File: src/design/iirdf1_pkg.sv
// Shared types, widths and register indexes for the direct form I filter.
package iirdf1_pkg;

   // Field and coefficient widths.
   localparam int SAMPLE_W   = 16;
   localparam int COEF_W     = 16;
   localparam int QUOT_W     = 16;
   localparam int PROD_W     = SAMPLE_W + COEF_W;

   // Tap counts and the widths that follow from them.
   localparam int NTAPS_MAX     = 4;
   localparam int NTAPS_DEFAULT = 4;
   localparam int COEF_IDX_W    = $clog2(NTAPS_MAX);
   localparam int ACC_W_DEFAULT = PROD_W + $clog2(2 * NTAPS_DEFAULT);

   // Configuration register indexes.
   localparam int REG_IDX_W = 3;
   localparam logic [REG_IDX_W-1:0] REG_NUM_COEF_0 = 3'd0;
   localparam logic [REG_IDX_W-1:0] REG_NUM_COEF_1 = 3'd1;
   localparam logic [REG_IDX_W-1:0] REG_NUM_COEF_2 = 3'd2;
   localparam logic [REG_IDX_W-1:0] REG_NUM_COEF_3 = 3'd3;
   localparam logic [REG_IDX_W-1:0] REG_DEN_COEF_0 = 3'd4;
   localparam logic [REG_IDX_W-1:0] REG_DEN_COEF_1 = 3'd5;
   localparam logic [REG_IDX_W-1:0] REG_DEN_COEF_2 = 3'd6;
   localparam logic [REG_IDX_W-1:0] REG_DEN_COEF_3 = 3'd7;

   // Coefficient reset values: unity in Q4.12, and zero.
   localparam logic signed [COEF_W-1:0] COEF_UNITY = 16'sd4096;
   localparam logic signed [COEF_W-1:0] COEF_ZERO  = 16'sd0;

   // Output clipping limits and the largest magnitude a negative result may have.
   localparam logic signed [SAMPLE_W-1:0] Y_MAX = 16'sd32767;
   localparam logic signed [SAMPLE_W-1:0] Y_MIN = -16'sd32768;
   localparam logic [QUOT_W-1:0] NEG_LIMIT_MAG  = 16'h8000;

   // Sequencer states of the filter core.
   typedef enum logic [2:0] {
      ST_IDLE,
      ST_MAC,
      ST_DRAIN,
      ST_LOAD,
      ST_DIVIDE,
      ST_FINISH
   } state_type;

   // Status returned by the serial divider.
   typedef struct packed {
      logic done;
      logic overflow;
   } div_status_type;

endpackage

File: src/design/iirdf1_div.sv
// Bit-serial restoring divider for unsigned magnitudes, one quotient bit per cycle.
module iirdf1_div #(
   parameter int DIVIDEND_W = iirdf1_pkg::ACC_W_DEFAULT
) (
   input  logic                             clock,
   input  logic                             reset,
   input  logic                             div_start,
   input  logic [DIVIDEND_W-1:0]            dividend,
   input  logic [iirdf1_pkg::COEF_W-1:0]    divisor,
   output logic [iirdf1_pkg::QUOT_W-1:0]    quotient,
   output iirdf1_pkg::div_status_type       status
);
   import iirdf1_pkg::*;

   localparam int REM_W = COEF_W + QUOT_W - 1;
   localparam int CNT_W = $clog2(QUOT_W);

   logic [REM_W-1:0]  rem_ff, rem_in;
   logic [REM_W-1:0]  dsh_ff;
   logic [QUOT_W-1:0] quot_ff;
   logic [CNT_W-1:0]  cnt_ff;
   logic              busy_ff;
   logic              done_ff;
   logic              big_ff;
   logic [REM_W:0]    diff;
   logic              bit_in;

   // Trial subtraction of the shifted divisor from the partial remainder.
   always_comb begin
      diff   = {1'b0, rem_ff} - {1'b0, dsh_ff};
      bit_in = ~diff[REM_W];
      rem_in = bit_in ? diff[REM_W-1:0] : rem_ff;
   end

   // Control: a start loads the operands, then sixteen steps follow.
   always_ff @(posedge clock) begin
      if (reset) begin
         busy_ff <= 1'b0;
         done_ff <= 1'b0;
         cnt_ff  <= '0;
      end else begin
         done_ff <= busy_ff & ~div_start & (cnt_ff == CNT_W'(QUOT_W - 1));
         if (div_start) begin
            busy_ff <= 1'b1;
            cnt_ff  <= '0;
         end else if (busy_ff) begin
            cnt_ff <= cnt_ff + 1'b1;
            if (cnt_ff == CNT_W'(QUOT_W - 1)) begin
               busy_ff <= 1'b0;
            end
         end
      end
   end

   // Datapath: remainder, shifting divisor and quotient shift register.
   always_ff @(posedge clock) begin
      if (div_start) begin
         // A quotient of 2^16 or more cannot be represented and clips anyway.
         big_ff  <= dividend >= DIVIDEND_W'({divisor, QUOT_W'(0)});
         rem_ff  <= dividend[REM_W-1:0];
         dsh_ff  <= {divisor, (QUOT_W - 1)'(0)};
         quot_ff <= '0;
      end else if (busy_ff) begin
         rem_ff  <= rem_in;
         dsh_ff  <= dsh_ff >> 1;
         quot_ff <= {quot_ff[QUOT_W-2:0], bit_in};
      end
   end

   assign quotient        = quot_ff;
   assign status.done     = done_ff;
   assign status.overflow = big_ff;

endmodule

File: src/design/iir_direct_form_one.sv
// Top level of the direct form I IIR filter with serial division.
//
// Requests arrive on req_valid / req_stall with one Q1.15 sample in req_x_sample.
// Each request yields one response on rsp_valid / rsp_stall carrying the
// saturated Q1.15 output, a saturation flag and a divide fault flag.
// Coefficients are written through csr_wr_en, csr_index and csr_wr_data; the user
// must write them only while the filter is idle; the block itself does not
// enforce this. Indexes 0 to 3 are numerator taps, 4 to 7 denominator taps.
// A taken request passes through multiply-accumulate (two 16 by 16 multipliers,
// one tap per cycle), drain, load, the bit-serial divider, one quotient bit per
// cycle, and finish. One request is in flight at a time, so a new request is not
// taken until the previous one has finished. The result sits in an output
// register; the next request is taken while it waits, but that request cannot
// finish until the receiver takes the previous response. Synchronous reset
// clears both histories, sets the coefficients to unity over unity and empties
// the output register.
module iir_direct_form_one #(
   parameter int NTAPS = iirdf1_pkg::NTAPS_DEFAULT
) (
   input  logic                                   clock,
   input  logic                                   reset,
   input  logic                                   req_valid,
   output logic                                   req_stall,
   input  logic signed [iirdf1_pkg::SAMPLE_W-1:0] req_x_sample,
   output logic                                   rsp_valid,
   input  logic                                   rsp_stall,
   output logic signed [iirdf1_pkg::SAMPLE_W-1:0] rsp_y_sample,
   output logic                                   rsp_saturated,
   output logic                                   rsp_divide_fault,
   input  logic                                   csr_wr_en,
   input  logic [iirdf1_pkg::REG_IDX_W-1:0]       csr_index,
   input  logic [iirdf1_pkg::COEF_W-1:0]          csr_wr_data
);
   import iirdf1_pkg::*;

   localparam int IDX_W = (NTAPS > 1) ? $clog2(NTAPS) : 1;
   localparam int ACC_W = PROD_W + $clog2(2 * NTAPS);

   // Coefficients and histories.
   logic signed [COEF_W-1:0]   num_coef_ff [NTAPS_MAX];
   logic signed [COEF_W-1:0]   den_coef_ff [NTAPS_MAX];
   logic signed [SAMPLE_W-1:0] xh_ff [NTAPS];
   logic signed [SAMPLE_W-1:0] yh_ff [NTAPS];

   // Sequencer.
   state_type        state_ff, state_in;
   logic [IDX_W-1:0] tap_cnt_ff;
   logic             tap_last;
   logic             req_accept;
   logic             mac_en;
   logic             div_start;
   logic             finish_go;

   // Multiply-accumulate datapath.
   logic [COEF_IDX_W-1:0]    coef_idx;
   logic signed [PROD_W-1:0] prod_x_ff, prod_x_in;
   logic signed [PROD_W-1:0] prod_y_ff, prod_y_in;
   logic                     prod_vld_ff;
   logic signed [ACC_W-1:0]  acc_ff, acc_in;

   // Division and result formation.
   logic signed [COEF_W-1:0] den0;
   logic [ACC_W-1:0]         acc_mag;
   logic [COEF_W-1:0]        den_mag;
   logic [QUOT_W-1:0]        quotient;
   div_status_type           div_status;
   logic                     q_neg;
   logic                     fault;
   logic                     sat;
   logic signed [SAMPLE_W-1:0] y_result;

   // Output register.
   logic                       rsp_valid_ff;
   logic signed [SAMPLE_W-1:0] rsp_y_sample_ff;
   logic                       rsp_saturated_ff;
   logic                       rsp_divide_fault_ff;

   // Next-state logic of the sequencer.
   always_comb begin
      state_in = state_ff;
      case (state_ff)
         ST_IDLE:   if (req_valid) state_in = ST_MAC;
         ST_MAC:    if (tap_last) state_in = ST_DRAIN;
         ST_DRAIN:  state_in = ST_LOAD;
         ST_LOAD:   state_in = ST_DIVIDE;
         ST_DIVIDE: if (div_status.done) state_in = ST_FINISH;
         ST_FINISH: if (finish_go) state_in = ST_IDLE;
         default:   state_in = ST_IDLE;
      endcase
   end

   // Output decode of the sequencer.
   always_comb begin
      req_stall = 1'b1;
      mac_en    = 1'b0;
      div_start = 1'b0;
      finish_go = 1'b0;
      case (state_ff)
         ST_IDLE:   req_stall = 1'b0;
         ST_MAC:    mac_en = 1'b1;
         ST_LOAD:   div_start = 1'b1;
         ST_FINISH: finish_go = ~rsp_valid_ff | ~rsp_stall;
         default: begin
         end
      endcase
   end

   assign req_accept = req_valid & ~req_stall;
   assign tap_last   = (tap_cnt_ff == IDX_W'(NTAPS - 1));

   // State register and tap counter.
   always_ff @(posedge clock) begin
      if (reset) begin
         state_ff   <= ST_IDLE;
         tap_cnt_ff <= '0;
      end else begin
         state_ff <= state_in;
         if (req_accept) begin
            tap_cnt_ff <= '0;
         end else if (mac_en && !tap_last) begin
            tap_cnt_ff <= tap_cnt_ff + 1'b1;
         end
      end
   end

   // Coefficient registers written through the configuration port.
   always_ff @(posedge clock) begin
      if (reset) begin
         num_coef_ff[0] <= COEF_UNITY;
         den_coef_ff[0] <= COEF_UNITY;
         for (int i = 1; i < NTAPS_MAX; i++) begin
            num_coef_ff[i] <= COEF_ZERO;
            den_coef_ff[i] <= COEF_ZERO;
         end
      end else if (csr_wr_en) begin
         case (csr_index)
            REG_NUM_COEF_0: num_coef_ff[0] <= csr_wr_data;
            REG_NUM_COEF_1: num_coef_ff[1] <= csr_wr_data;
            REG_NUM_COEF_2: num_coef_ff[2] <= csr_wr_data;
            REG_NUM_COEF_3: num_coef_ff[3] <= csr_wr_data;
            REG_DEN_COEF_0: den_coef_ff[0] <= csr_wr_data;
            REG_DEN_COEF_1: den_coef_ff[1] <= csr_wr_data;
            REG_DEN_COEF_2: den_coef_ff[2] <= csr_wr_data;
            REG_DEN_COEF_3: den_coef_ff[3] <= csr_wr_data;
            default: begin
            end
         endcase
      end
   end

   // Histories shift on each request; the newest output lands when it is known.
   always_ff @(posedge clock) begin
      if (reset) begin
         for (int i = 0; i < NTAPS; i++) begin
            xh_ff[i] <= '0;
            yh_ff[i] <= '0;
         end
      end else if (req_accept) begin
         for (int i = 1; i < NTAPS; i++) begin
            xh_ff[i] <= xh_ff[i-1];
            yh_ff[i] <= yh_ff[i-1];
         end
         xh_ff[0] <= req_x_sample;
         yh_ff[0] <= '0;
      end else if (finish_go) begin
         yh_ff[0] <= y_result;
      end
   end

   // One tap per cycle: both products are registered before accumulation.
   // The output history holds zero at the newest place, so tap zero adds nothing.
   assign coef_idx  = COEF_IDX_W'(tap_cnt_ff);
   assign prod_x_in = xh_ff[tap_cnt_ff] * num_coef_ff[coef_idx];
   assign prod_y_in = yh_ff[tap_cnt_ff] * den_coef_ff[coef_idx];
   assign acc_in    = acc_ff + ACC_W'(prod_x_ff) - ACC_W'(prod_y_ff);

   always_ff @(posedge clock) begin
      if (reset) begin
         prod_vld_ff <= 1'b0;
      end else begin
         prod_vld_ff <= mac_en;
      end
   end

   always_ff @(posedge clock) begin
      prod_x_ff <= prod_x_in;
      prod_y_ff <= prod_y_in;
      if (req_accept) begin
         acc_ff <= '0;
      end else if (prod_vld_ff) begin
         acc_ff <= acc_in;
      end
   end

   // Magnitudes for the divider; the sign is applied afterwards.
   assign den0    = den_coef_ff[0];
   assign acc_mag = acc_ff[ACC_W-1] ? ACC_W'(-acc_ff) : ACC_W'(acc_ff);
   assign den_mag = den0[COEF_W-1] ? COEF_W'(-den0) : COEF_W'(den0);

   iirdf1_div #(
      .DIVIDEND_W (ACC_W)
   ) u_div (
      .clock     (clock),
      .reset     (reset),
      .div_start (div_start),
      .dividend  (acc_mag),
      .divisor   (den_mag),
      .quotient  (quotient),
      .status    (div_status)
   );

   // Sign, clipping and the zero-divisor case.
   always_comb begin
      q_neg = acc_ff[ACC_W-1] ^ den0[COEF_W-1];
      fault = (den0 == COEF_ZERO);
      if (q_neg) begin
         sat = div_status.overflow | (quotient > NEG_LIMIT_MAG);
      end else begin
         sat = div_status.overflow | quotient[QUOT_W-1];
      end
      if (fault) begin
         sat      = 1'b0;
         y_result = '0;
      end else if (sat) begin
         y_result = q_neg ? Y_MIN : Y_MAX;
      end else begin
         y_result = q_neg ? SAMPLE_W'(-quotient) : SAMPLE_W'(quotient);
      end
   end

   // Output register: loaded on finish, cleared when the response is taken.
   always_ff @(posedge clock) begin
      if (reset) begin
         rsp_valid_ff <= 1'b0;
      end else if (finish_go) begin
         rsp_valid_ff <= 1'b1;
      end else if (rsp_valid_ff && !rsp_stall) begin
         rsp_valid_ff <= 1'b0;
      end
   end

   always_ff @(posedge clock) begin
      if (finish_go) begin
         rsp_y_sample_ff     <= y_result;
         rsp_saturated_ff    <= sat;
         rsp_divide_fault_ff <= fault;
      end
   end

   assign rsp_valid        = rsp_valid_ff;
   assign rsp_y_sample     = rsp_y_sample_ff;
   assign rsp_saturated    = rsp_saturated_ff;
   assign rsp_divide_fault = rsp_divide_fault_ff;

endmodule

File: config.mk
export PLATFORM = sky130hd
export DESIGN_NAME = iir_direct_form_one
export DESIGN_NICKNAME = d
export VERILOG_FILES = /design/src/design/iirdf1_pkg.sv /design/src/design/iirdf1_div.sv /design/src/design/iir_direct_form_one.sv
export SDC_FILE = /design/constraint.sdc
export NUM_CORES = 2
export LEC_CHECK = 0
export BUFFER_PORTS_ARGS = -buffer_cell sky130_fd_sc_hd__buf_2
export CAP_MARGIN = 15
export CORE_MARGIN = 2
export CORE_UTILIZATION = 25
export DETAILED_ROUTE_END_ITERATION = 16
export GPL_TIMING_DRIVEN = 0
export PLACE_DENSITY_LB_ADDON = 0.25
export RECOVER_POWER = 25
export SYNTH_ARGS = -nofsm -noshare
export SYNTH_HDL_FRONTEND = slang
export SYNTH_SLANG_ARGS = --single-unit
File: constraint.sdc
create_clock -name clock -period 18.7 [get_ports clock]
set_input_delay 2.805 -clock clock [delete_from_list [all_inputs] [get_ports clock]]
set_output_delay 2.805 -clock clock [all_outputs]
set_load 0.05 [all_outputs]
==> results.ini <==
[worst_hold_path]
hp-start=u_div.dsh_ff[0]
holdPathEnd=u_div.dsh_ff[0]
hp-class=flop to flop
hold_depth=2

[critical_path]
r2r-end=prod_y_ff[30]
crit_top_cell=fa_1
start_kind=flop
worst_r2r_path_depth=27
path_max_fanout=10
cp-end-kind=flop
path_class=flop to flop
critPathTopFamily=adder cells
worst-path-buf-inv=8
cp.required_ns=19.19
r2r_slack_ns=7.87
critPathMaxStageDelay_ns=0.82
crit_slowest_cell=o31ai_1
arrival_ns=11.32

[die]
dieArea_um2=179000
die_y_um=423
start_util_pct=25.2
die_w_um=423
row_count=153
ios=60
core_um2=174000

[synthesis]
synth_top_flop_cell=edfxtp_1
ys_ff_latch=467
synth_top_cell_by_area=fa_1
synth_area_leaders=fa_1 (25%), edfxtp_1 (22%), ha_1 (7.2%)
yosysSeqAreaShare_pct=28.6
synthArstFlopShare_pct=0
yosys_warnings=0
synth.area.mux_share_pct=4.44
synth-simple-area-share_pct=14.6
synth_top_family_by_area=adder cells
synth_cell_types=70
syn_nets=5329
synth_top_area_share_pct=25.5
synth_area_um2=43900
synth_adder_area_share_pct=32.7
netlist_instances=4478
synth_area_per_cell_um2=9.80
synth_xor_area_share_pct=3.39
synth_compound_area_share_pct=8.04
synth_edf_count=322

[drt]
wl_per_cell_um=20.4
drtIter0Drc=2402
vias=32100
drc=0
routed_wl_um=142000
via_per_inst=4.59
dr.pass1.iters=5
ant_nets=0

[clocking]
clock_path_buffers=3
cts_tree=yes
cts_resized=0
cts_buffers=61
cts.clk_slew.worst_paths_ns=0.06
cts.sinks=467
ctsHoldBuffers=0
htree_levels=2
root_buffer=clkbuf_16
clk_latency_ns=0.69
post_cts.repair.setup_buffers=0

[timing]
hold_ws_ns=0.519
period_needed_ns=10.83
worst_pin_slew_ns=1.57
rsz0062_at_grt=no
fin_crit_sh_pct=57.9
hold_violations=0
report.final.slew_viol_count=26
setup_viol=0
setup_tns_ns=0
max_freq_ghz=0.0923
slew_headroom_pct=-4.97
fin_ws_ns=7.87
skew_ns=0.0491

[placed_design]
place_ws_ns=8.01
gp_routability_congestion=0.925
port_buffers=59
dpl.hpwl_um=114000

[global_route]
grt_max_degree=62
grt_overflow=0
antenna_found_initial=17
track_usage_pct=15.9
grt_first_pass_wirelength_um=214000
grt_pass1_vias=32600

[status]
outcome=finished, violations left
failed_checks=max-capacitance violations, max-slew violations

[layout]
drive_above_1_share_pct=5.57
layout_commonest_cell=inv_1
final_cell_mix=inv_1 (790), fa_1 (559), nor2_1 (392)
syn_to_final_growth_pct=12.2
final_nets=5465

[job]
cap_violations=1

## cell usage after synthesis (4+ instances only)
| master | number |
|---|---|
| or2_2 | 11 |
| o21ai_1 | 45 |
| xor2_1 | 50 |
| or3_1 | 22 |
| and2_1 | 174 |
| o31ai_1 | 24 |
| o221ai_1 | 5 |
| o22ai_1 | 5 |
| o21bai_1 | 14 |
| or4_4 | 4 |
| a21o_1 | 38 |
| nand4_1 | 15 |
| a21oi_1 | 124 |
| ha_1 | 252 |
| o21ai_0 | 138 |
| nor2_1 | 392 |
| mux2_2 | 48 |
| nand2_1 | 376 |
| a21boi_0 | 5 |
| and3_1 | 123 |
| fa_1 | 559 |
| mux4_2 | 14 |
| or4_1 | 12 |
| o21a_1 | 51 |
| clkbuf_1 | 141 |
| nor4_1 | 6 |
| a211oi_1 | 20 |
| nor3_1 | 45 |
| xnor2_1 | 120 |
| a2111oi_0 | 4 |
| a31oi_1 | 40 |
| buf_1 | 27 |
| nor3b_1 | 7 |
| nor2b_1 | 32 |
| nand3b_1 | 10 |
| nand3_1 | 49 |
| o211ai_1 | 7 |
| a211o_1 | 5 |
| edfxtp_1 | 322 |
| mux2i_1 | 109 |
| dfxtp_1 | 145 |
| o41ai_1 | 9 |
| nand2b_1 | 43 |
| a31o_2 | 6 |
| inv_1 | 790 |
## layer usage
metal,GRT usage (%),vias to the layer above,wire [um]
met3,2.13,140,8890
met5,0,-,25
li1,-,14800,-
met1,22.0,16100,63600
met2,25.9,987,66200
met4,4.13,4,3530
## how the worst max path moves through the flow
stage / end / depth (start not counted) / startpoint / slack (ns)
2_1_floorplan: prod_x_ff[31] / 28 / flop / 11.07
3_5_place_dp: prod_y_ff[30] / 27 / flop / 8.01
5_1_grt: prod_y_ff[30] / 28 / flop / 7.52
4_1_cts: prod_y_ff[30] / 27 / flop / 7.95
6_report: prod_y_ff[30] / 27 / flop / 7.87
3_3_place_gp: prod_y_ff[30] / 28 / flop / 8.05
## area by class of cell
| type | instances | area (um2) |
|---|---|---|
| multi-input cells | 3051 | 27700 |
| inverters | 790 | 2970 |
| well taps | 2325 | 2910 |
| clock buffers | 69 | 1560 |
| plain buffers | 170 | 641 |
| diodes | 2 | 5.00 |
| clock inverters | 44 | 449 |
| fillers | 18600 | 125000 |
| flip-flops and latches | 467 | 12600 |
| repair buffers | 73 | 459 |
## state kept, by name, indices dropped and copies added, names as in the netlist, 3 cells and up, named ones only
signal          flops
u_div.cnt_ff        4
rsp_y_sample       16
u_div.dsh_ff       31
u_div.quotient     16
acc_ff             35
prod_y_ff          32
state_ff            3
yh_ff              64
u_div.rem_ff       31
prod_x_ff          32
den_coef_ff        64
num_coef_ff        64
xh_ff              64
## stage by stage
step                instances  area, um2  util (%)
floorplan                4478      43900         -
global placement         6862      47100      27.0
detailed placement       6875      47300      27.2
CTS                      6988      49400      28.3
global route             6990      49300      28.3
finish                   6991      49300      28.3
## cell families (layout without fill, tap and decap cells)
logic type                 count (synthesis)  count (layout)
muxes                                    171             171
adders and majority gates                811             811
and+or+nand+nor                         1333            1333
AOI/OAI and AO/OA                        566             566
buffers and inverters                    960            1146
xor gates and xnor gates                 170             170
DFF                                      467             467
other                                      0               2
## worst reg2reg max path, cell delays in order, from the launching register on
cell	delay, ns
dfxtp_1	0.43
clkbuf_1	0.53
clkbuf_1	0.81
buf_1	0.80
mux2i_1	0.30
nand2_1	0.07
o21ai_1	0.55
clkbuf_1	0.54
nor2_1	0.16
fa_1	0.56
inv_1	0.05
fa_1	0.45
fa_1	0.57
inv_1	0.06
fa_1	0.49
fa_1	0.49
inv_1	0.05
fa_1	0.47
inv_1	0.04
ha_1	0.38
nand3_1	0.13
nor2_1	0.10
a21oi_1	0.15
o21ai_0	0.51
a311oi_1	0.33
o31ai_1	0.82
o41ai_1	0.17
xnor2_1	0.59
Power is left out: the tool's default activity adds up to more than one toggle a clock period on the data nets, which glitch-free logic cannot reach.
